$ cat config.mk
export PLATFORM = sky130hd
export DESIGN_NAME = fkcg_mul
export DESIGN_NICKNAME = d
export VERILOG_FILES = /design/src/rtl/fkcg_pkg.sv /design/src/rtl/fkcg_mul.sv
export SDC_FILE = /design/constraint.sdc
export NUM_CORES = 2
export LEC_CHECK = 0
export ABC_AREA = 1
export ABC_CLOCK_PERIOD_IN_PS = 13800
export BUFFER_PORTS_ARGS = -buffer_cell sky130_fd_sc_hd__buf_2
export CAP_MARGIN = 20
export CORE_UTILIZATION = 57
export CTS_BUF_LIST = sky130_fd_sc_hd__clkbuf_2 sky130_fd_sc_hd__clkbuf_4 sky130_fd_sc_hd__clkbuf_8
export DETAILED_ROUTE_END_ITERATION = 12
export GPL_TIMING_DRIVEN = 0
export PLACE_DENSITY_LB_ADDON = 0.12
export SLEW_MARGIN = 20
export SYNTH_ARGS = -nofsm -noshare
export SYNTH_HDL_FRONTEND = slang
export SYNTH_SLANG_ARGS = --single-unit
$ cat constraint.sdc
create_clock -name clk_i -period 13.8 [get_ports clk_i]
set_input_delay 3.45 -clock clk_i [delete_from_list [all_inputs] [get_ports clk_i]]
set_output_delay 3.45 -clock clk_i [all_outputs]
set_load 0.1 [all_outputs]
$ cat src/rtl/fkcg_pkg.sv
// Shared types, constants and fixed-point helpers for the Fresnel kernel generator.
package fkcg_pkg;

  localparam int unsigned MaxOrder = 16;
  localparam int unsigned FracBits = 30;
  localparam int unsigned StoreW   = FracBits + 2;
  localparam int unsigned AccW     = 48;
  localparam int unsigned OutW     = 40;
  localparam int unsigned IdxW     = 4;
  localparam int unsigned OrdW     = 5;
  localparam int unsigned PAddrW   = $clog2(MaxOrder + 1);
  localparam int unsigned AAddrW   = $clog2(MaxOrder);
  localparam int unsigned RecipW   = FracBits;

  // shared multiplier: signed operands, magnitudes multiplied in two halves
  localparam int unsigned MagAW    = AccW;
  localparam int unsigned MagBW    = StoreW;
  localparam int unsigned MulAW    = MagAW + 1;
  localparam int unsigned MulBW    = MagBW + 1;
  localparam int unsigned MulSplit = MagAW / 2;
  localparam int unsigned MulPW    = MulSplit + MagBW;
  localparam int unsigned MulFW    = MagAW + MagBW;
  localparam int unsigned MulRW    = MulFW - FracBits + 1;

  typedef struct packed {
    logic                     start;
    logic signed [MulAW-1:0]  a;
    logic signed [MulBW-1:0]  b;
  } mul_req_t;

  typedef struct packed {
    logic                     done;
    logic signed [MulRW-1:0]  res;
  } mul_rsp_t;

  typedef struct packed {
    logic                     valid;
    logic signed [OutW-1:0]   coef;
    logic [IdxW-1:0]          idx;
    logic                     last;
  } out_item_t;

  function automatic logic signed [StoreW-1:0] sat_store(input logic signed [63:0] v);
    logic signed [StoreW-1:0] r;
    if ((&v[63:StoreW-1]) || !(|v[63:StoreW-1])) r = v[StoreW-1:0];
    else if (v[63]) r = {1'b1, {(StoreW-1){1'b0}}};
    else r = {1'b0, {(StoreW-1){1'b1}}};
    return r;
  endfunction

  function automatic logic signed [AccW-1:0] sat_acc(input logic signed [63:0] v);
    logic signed [AccW-1:0] r;
    if ((&v[63:AccW-1]) || !(|v[63:AccW-1])) r = v[AccW-1:0];
    else if (v[63]) r = {1'b1, {(AccW-1){1'b0}}};
    else r = {1'b0, {(AccW-1){1'b1}}};
    return r;
  endfunction

  function automatic logic signed [OutW-1:0] sat_out(input logic signed [63:0] v);
    logic signed [OutW-1:0] r;
    if ((&v[63:OutW-1]) || !(|v[63:OutW-1])) r = v[OutW-1:0];
    else if (v[63]) r = {1'b1, {(OutW-1){1'b0}}};
    else r = {1'b0, {(OutW-1){1'b1}}};
    return r;
  endfunction

  // round(2^30 / k) for k = 2..17
  function automatic logic [RecipW-1:0] recip(input logic [OrdW-1:0] k);
    logic [RecipW-1:0] r;
    case (k)
      5'd2:    r = 30'd536870912;
      5'd3:    r = 30'd357913941;
      5'd4:    r = 30'd268435456;
      5'd5:    r = 30'd214748365;
      5'd6:    r = 30'd178956971;
      5'd7:    r = 30'd153391689;
      5'd8:    r = 30'd134217728;
      5'd9:    r = 30'd119304647;
      5'd10:   r = 30'd107374182;
      5'd11:   r = 30'd97612893;
      5'd12:   r = 30'd89478485;
      5'd13:   r = 30'd82595525;
      5'd14:   r = 30'd76695845;
      5'd15:   r = 30'd71582788;
      5'd16:   r = 30'd67108864;
      5'd17:   r = 30'd63161284;
      default: r = '0;
    endcase
    return r;
  endfunction

endpackage

$ cat src/rtl/fkcg_mul.sv
// Shared multi-cycle fixed-point multiplier with round-half-away rescaling.
module fkcg_mul
  import fkcg_pkg::*;
(
  input  logic     clk_i,
  input  logic     rst_ni,
  input  mul_req_t req_i,
  output mul_rsp_t rsp_o
);

  localparam logic [1:0] PH_IDLE = 2'd0;
  localparam logic [1:0] PH_LO   = 2'd1;
  localparam logic [1:0] PH_HI   = 2'd2;
  localparam logic [1:0] PH_SUM  = 2'd3;

  logic [1:0]              ph_q;
  logic                    done_q;
  logic [MagAW-1:0]        am_q;
  logic [MagBW-1:0]        bm_q;
  logic                    neg_q;
  logic [MulPW-1:0]        lo_q, hi_q;
  logic signed [MulRW-1:0] res_q;

  logic [MulAW-1:0]        a_abs;
  logic [MulBW-1:0]        b_abs;
  logic [MulSplit-1:0]     mult_in;
  logic [MulPW-1:0]        prod;
  logic [MulFW-1:0]        full;
  logic [MulRW-2:0]        mag;

  assign a_abs   = req_i.a[MulAW-1] ? MulAW'(-req_i.a) : MulAW'(req_i.a);
  assign b_abs   = req_i.b[MulBW-1] ? MulBW'(-req_i.b) : MulBW'(req_i.b);
  assign mult_in = (ph_q == PH_LO) ? am_q[MulSplit-1:0] : am_q[MagAW-1:MulSplit];
  assign prod    = MulPW'(mult_in) * MulPW'(bm_q);
  assign full    = {hi_q, {MulSplit{1'b0}}} + MulFW'(lo_q)
                 + (MulFW'(1) << (FracBits - 1));
  assign mag     = full[MulFW-1:FracBits];

  always_ff @(posedge clk_i or negedge rst_ni) begin
    if (!rst_ni) begin
      ph_q   <= PH_IDLE;
      done_q <= 1'b0;
    end else begin
      done_q <= 1'b0;
      case (ph_q)
        PH_IDLE: if (req_i.start) ph_q <= PH_LO;
        PH_LO:   ph_q <= PH_HI;
        PH_HI:   ph_q <= PH_SUM;
        PH_SUM: begin
          ph_q   <= PH_IDLE;
          done_q <= 1'b1;
        end
        default: ph_q <= PH_IDLE;
      endcase
    end
  end

  always_ff @(posedge clk_i) begin
    if (req_i.start && (ph_q == PH_IDLE)) begin
      am_q  <= a_abs[MagAW-1:0];
      bm_q  <= b_abs[MagBW-1:0];
      neg_q <= req_i.a[MulAW-1] ^ req_i.b[MulBW-1];
    end
    if (ph_q == PH_LO) lo_q <= prod;
    if (ph_q == PH_HI) hi_q <= prod;
    if (ph_q == PH_SUM) res_q <= neg_q ? -$signed({1'b0, mag}) : $signed({1'b0, mag});
  end

  assign rsp_o.done = done_q;
  assign rsp_o.res  = res_q;

endmodule

==> flow_summary.yaml <==
hold_path:
  hold_start: "ph_q[1]"
  min_to: "ph_q[1]"
  hold_path.class: "reg2reg"
  whs_path_depth: 2
layout:
  n_fill_cell: 6196
  nNetsFinal: 6087
  drive_above_1_share_pct: 6.29
  syn2layout_area_growth_pct: 7.17
  final_cell_mix: "1,169 x inv_1, 1,035 x nand2_1, 658 x fa_1"
  mostFrequentLayoutCell: "inv_1"
sta:
  min_period_ns: 10.81
  max_freq_mhz: 92.5
  hold_viol_final: 0
  finClkSkew_ns: 0.0461
  min_period_over_period_pct: 78.3
  tns_ns: 0
  max_slew_margin_pct: 25.7
  fin_hold_ws_ns: 0.718
  slew_viol_final: 0
  setup_viol: 0
  tightestPinTransition_ns: 1.11
  rsz0062_at_grt: "false"
detailed_routing:
  route.detailed.drc: 0
  drtIter0Drc: 3343
  post_drt_wl_per_cell_um: 21.4
  drtAntennaViolNets: 0
  vias_per_cell: 5.53
  finalWirelength_um: 128000
  num_vias: 33114
  firstDrtPassIters: 6
setup_path:
  r2r_cells: 32
  r2r-start: "ph_q[1]"
  worst_setup_path_start_kind: "register"
  worstPathArrival_ns: 11.24
  critPathMaxStageDelay_ns: 0.65
  crit_type: "reg2reg"
  worst_path_max_delay_cell: "o21ai_0"
  crit_required_ns: 14.23
  r2r_end: "lo_q[48]"
  cp-end-kind: "register"
  r2r_slack_ns: 2.99
  cp_max_fo: 30
clock_tree:
  cts_buffer_depth: 3
  clock_latency_ns: 0.63
  cts_root_buffer: "clkbuf_8"
  cts_tree: "done"
  cts.sinks: 223
  htree_num_levels: 2
  clkTransAtPathRegs_ns: 0.06
  numCtsBuffers: 38
  cts_setup_buffers: 0
  cts_hold_buf: 0
  cts-resized-gates: 0
synthesis:
  yosys_warnings: 0
  synth_xor_area_share_pct: 3.71
  netlist_area_um2: 39200
  synthSimpleGateAreaFrac_pct: 21.1
  synth-edff-count: 220
  async_flop_share_pct: 1.35
  netlist_instances: 4903
  synthMuxAreaShare_pct: 0
  synthFlopType: "edfxtp_1"
  syn-num-nets: 5898
  synthAdderAreaFrac_pct: 41.7
  synth_top_family_by_area: "adder cells"
  synth.distinct_cells: 46
  synth.avg_cell_area_um2: 7.99
  ys_ff_latch: 223
  ys_seq_area_share_pct: 17.1
  synth-compound-area-share_pct: 3.73
die:
  die_w_um: 264
  initial_core_util_pct: 57.9
  core_um2: 67600
  fp-row-count: 95
  die-area_um2: 69800
  die_h_um: 264
  ioPinCount: 137
job:
  max-cap-violations: 0
global_routing:
  grt.overflow.total: 0
  antenna_found_initial: 4
  grt_pass1_wl_um: 194000
  grt_use_total_pct: 37.6
  grt_max_degree: 56
  grt_pass1_vias: 32942
status:
  status: "finished clean"
placement:
  gp_congestion: 1.06
  portBuffers: 134
  hpwl_um: 110000
==> cell type report <==
type                    count  area, µm²  share of cell area [%]
inverters                1186       4450                    10.6
clock inverters            17        176                   0.420
repair buffers            149        882                    2.10
plain buffers             140        529                    1.26
flip-flops and latches    223       6680                    15.9
well taps                 873       1090                    2.60
multi-input cells        3354      27600                    65.7
diodes                      3       7.51                  0.0179
clock buffers              47        591                    1.41
==> layer usage <==
| metal | vias up | GRT usage (%) | wire, µm |
|---|---|---|---|
| met5 | - | 0 | 57 |
| met4 | 8 | 17.2 | 6740 |
| met3 | 338 | 10.1 | 14500 |
| li1 | 14946 | - | - |
| met2 | 1656 | 56.8 | 55700 |
| met1 | 16166 | 50.9 | 51100 |
==> metrics by stage <==
| step | utilization, % | area [µm²] | cells | worst slack [ns] |
|---|---|---|---|---|
| 6_report | 62.1 | 42000 | 5992 | 2.99 |
| 4_1_cts | 62.0 | 42000 | 5988 | 3.09 |
| 3_5_place_dp | 60.9 | 41200 | 5924 | 3.10 |
| 2_1_floorplan | - | 39200 | 4903 | 5.28 |
| 5_1_grt | 62.1 | 42000 | 5990 | 2.56 |
| 3_3_place_gp | 60.5 | 40900 | 5910 | 2.15 |
==> state kept, by name (all words and copies together), names as in the netlist <==
signal / flops
bm_q: 32
hi_q: 56
lo_q: 32
am_q: 48
done_q: 1
neg_q: 1
res_q: 51
ph_q: 2
==> cell families (layout without fill, tap and decap cells) <==
group,after synthesis,after routing
and+or+nand+nor,2008,2008
buffers and inverters,1326,1539
xor gates and xnor gates,166,166
adders and majority gates,910,910
AOI/OAI and AO/OA,270,270
other,0,3
DFF,223,223
==> worst max-delay path, delay by kind of cell, from the launching register on <==
family          cells  cell delay (ns)
xor+xnor            1             0.24
fa+ha+maj           9             4.25
flops               1             0.43
buf+inv            12             2.85
compound gates      4             1.99
simple gates        6             0.83
==> worst max-delay path by stage <==
stage	from	endpoint	slack, ns	cells after the start
final	ph_q[1]	lo_q[48]	2.99	32
after global routing	ph_q[1]	lo_q[48]	2.56	32
after CTS	ph_q[1]	lo_q[48]	3.09	32
after detailed placement	ph_q[1]	lo_q[48]	3.10	32
after global placement	ph_q[1]	lo_q[48]	2.15	31
after floorplan	ph_q[1]	hi_q[48]	5.28	31
==> synthesized netlist by cell type, types with 2 or more instances <==
library cell / instances / share of area (%)
o21ai_1: 17 / 0.22
fa_1: 658 / 34
or2_2: 27 / 0.43
o31ai_1: 2 / 0.038
buf_1: 6 / 0.057
a21boi_0: 2 / 0.038
clkinv_1: 4 / 0.038
xor2_1: 107 / 2.4
xnor2_1: 59 / 1.3
nand3b_1: 18 / 0.34
a211oi_1: 3 / 0.057
edfxtp_1: 220 / 17
o21bai_1: 5 / 0.096
nand3_1: 119 / 1.5
o211ai_1: 2 / 0.038
a31oi_1: 21 / 0.34
nand2_2: 20 / 0.32
nor2_4: 3 / 0.086
nor3_2: 6 / 0.15
a21oi_1: 114 / 1.5
nand4_1: 42 / 0.67
inv_1: 1170 / 11
ha_1: 252 / 8.0
nor3_1: 34 / 0.43
clkbuf_1: 133 / 1.3
o41ai_1: 2 / 0.045
o21a_1: 10 / 0.19
nand2_1: 1035 / 9.9
nor2_2: 21 / 0.34
inv_2: 12 / 0.11
nor4_1: 17 / 0.27
a21o_1: 3 / 0.057
and2_1: 2 / 0.032
nor2_1: 649 / 6.2
o21ai_0: 86 / 1.1
dfrtp_1: 3 / 0.19
and3_1: 4 / 0.064
nand3_2: 7 / 0.18
Power is left out: the tool's default activity adds up to more than one toggle a clock period on the data nets, which glitch-free logic cannot reach.
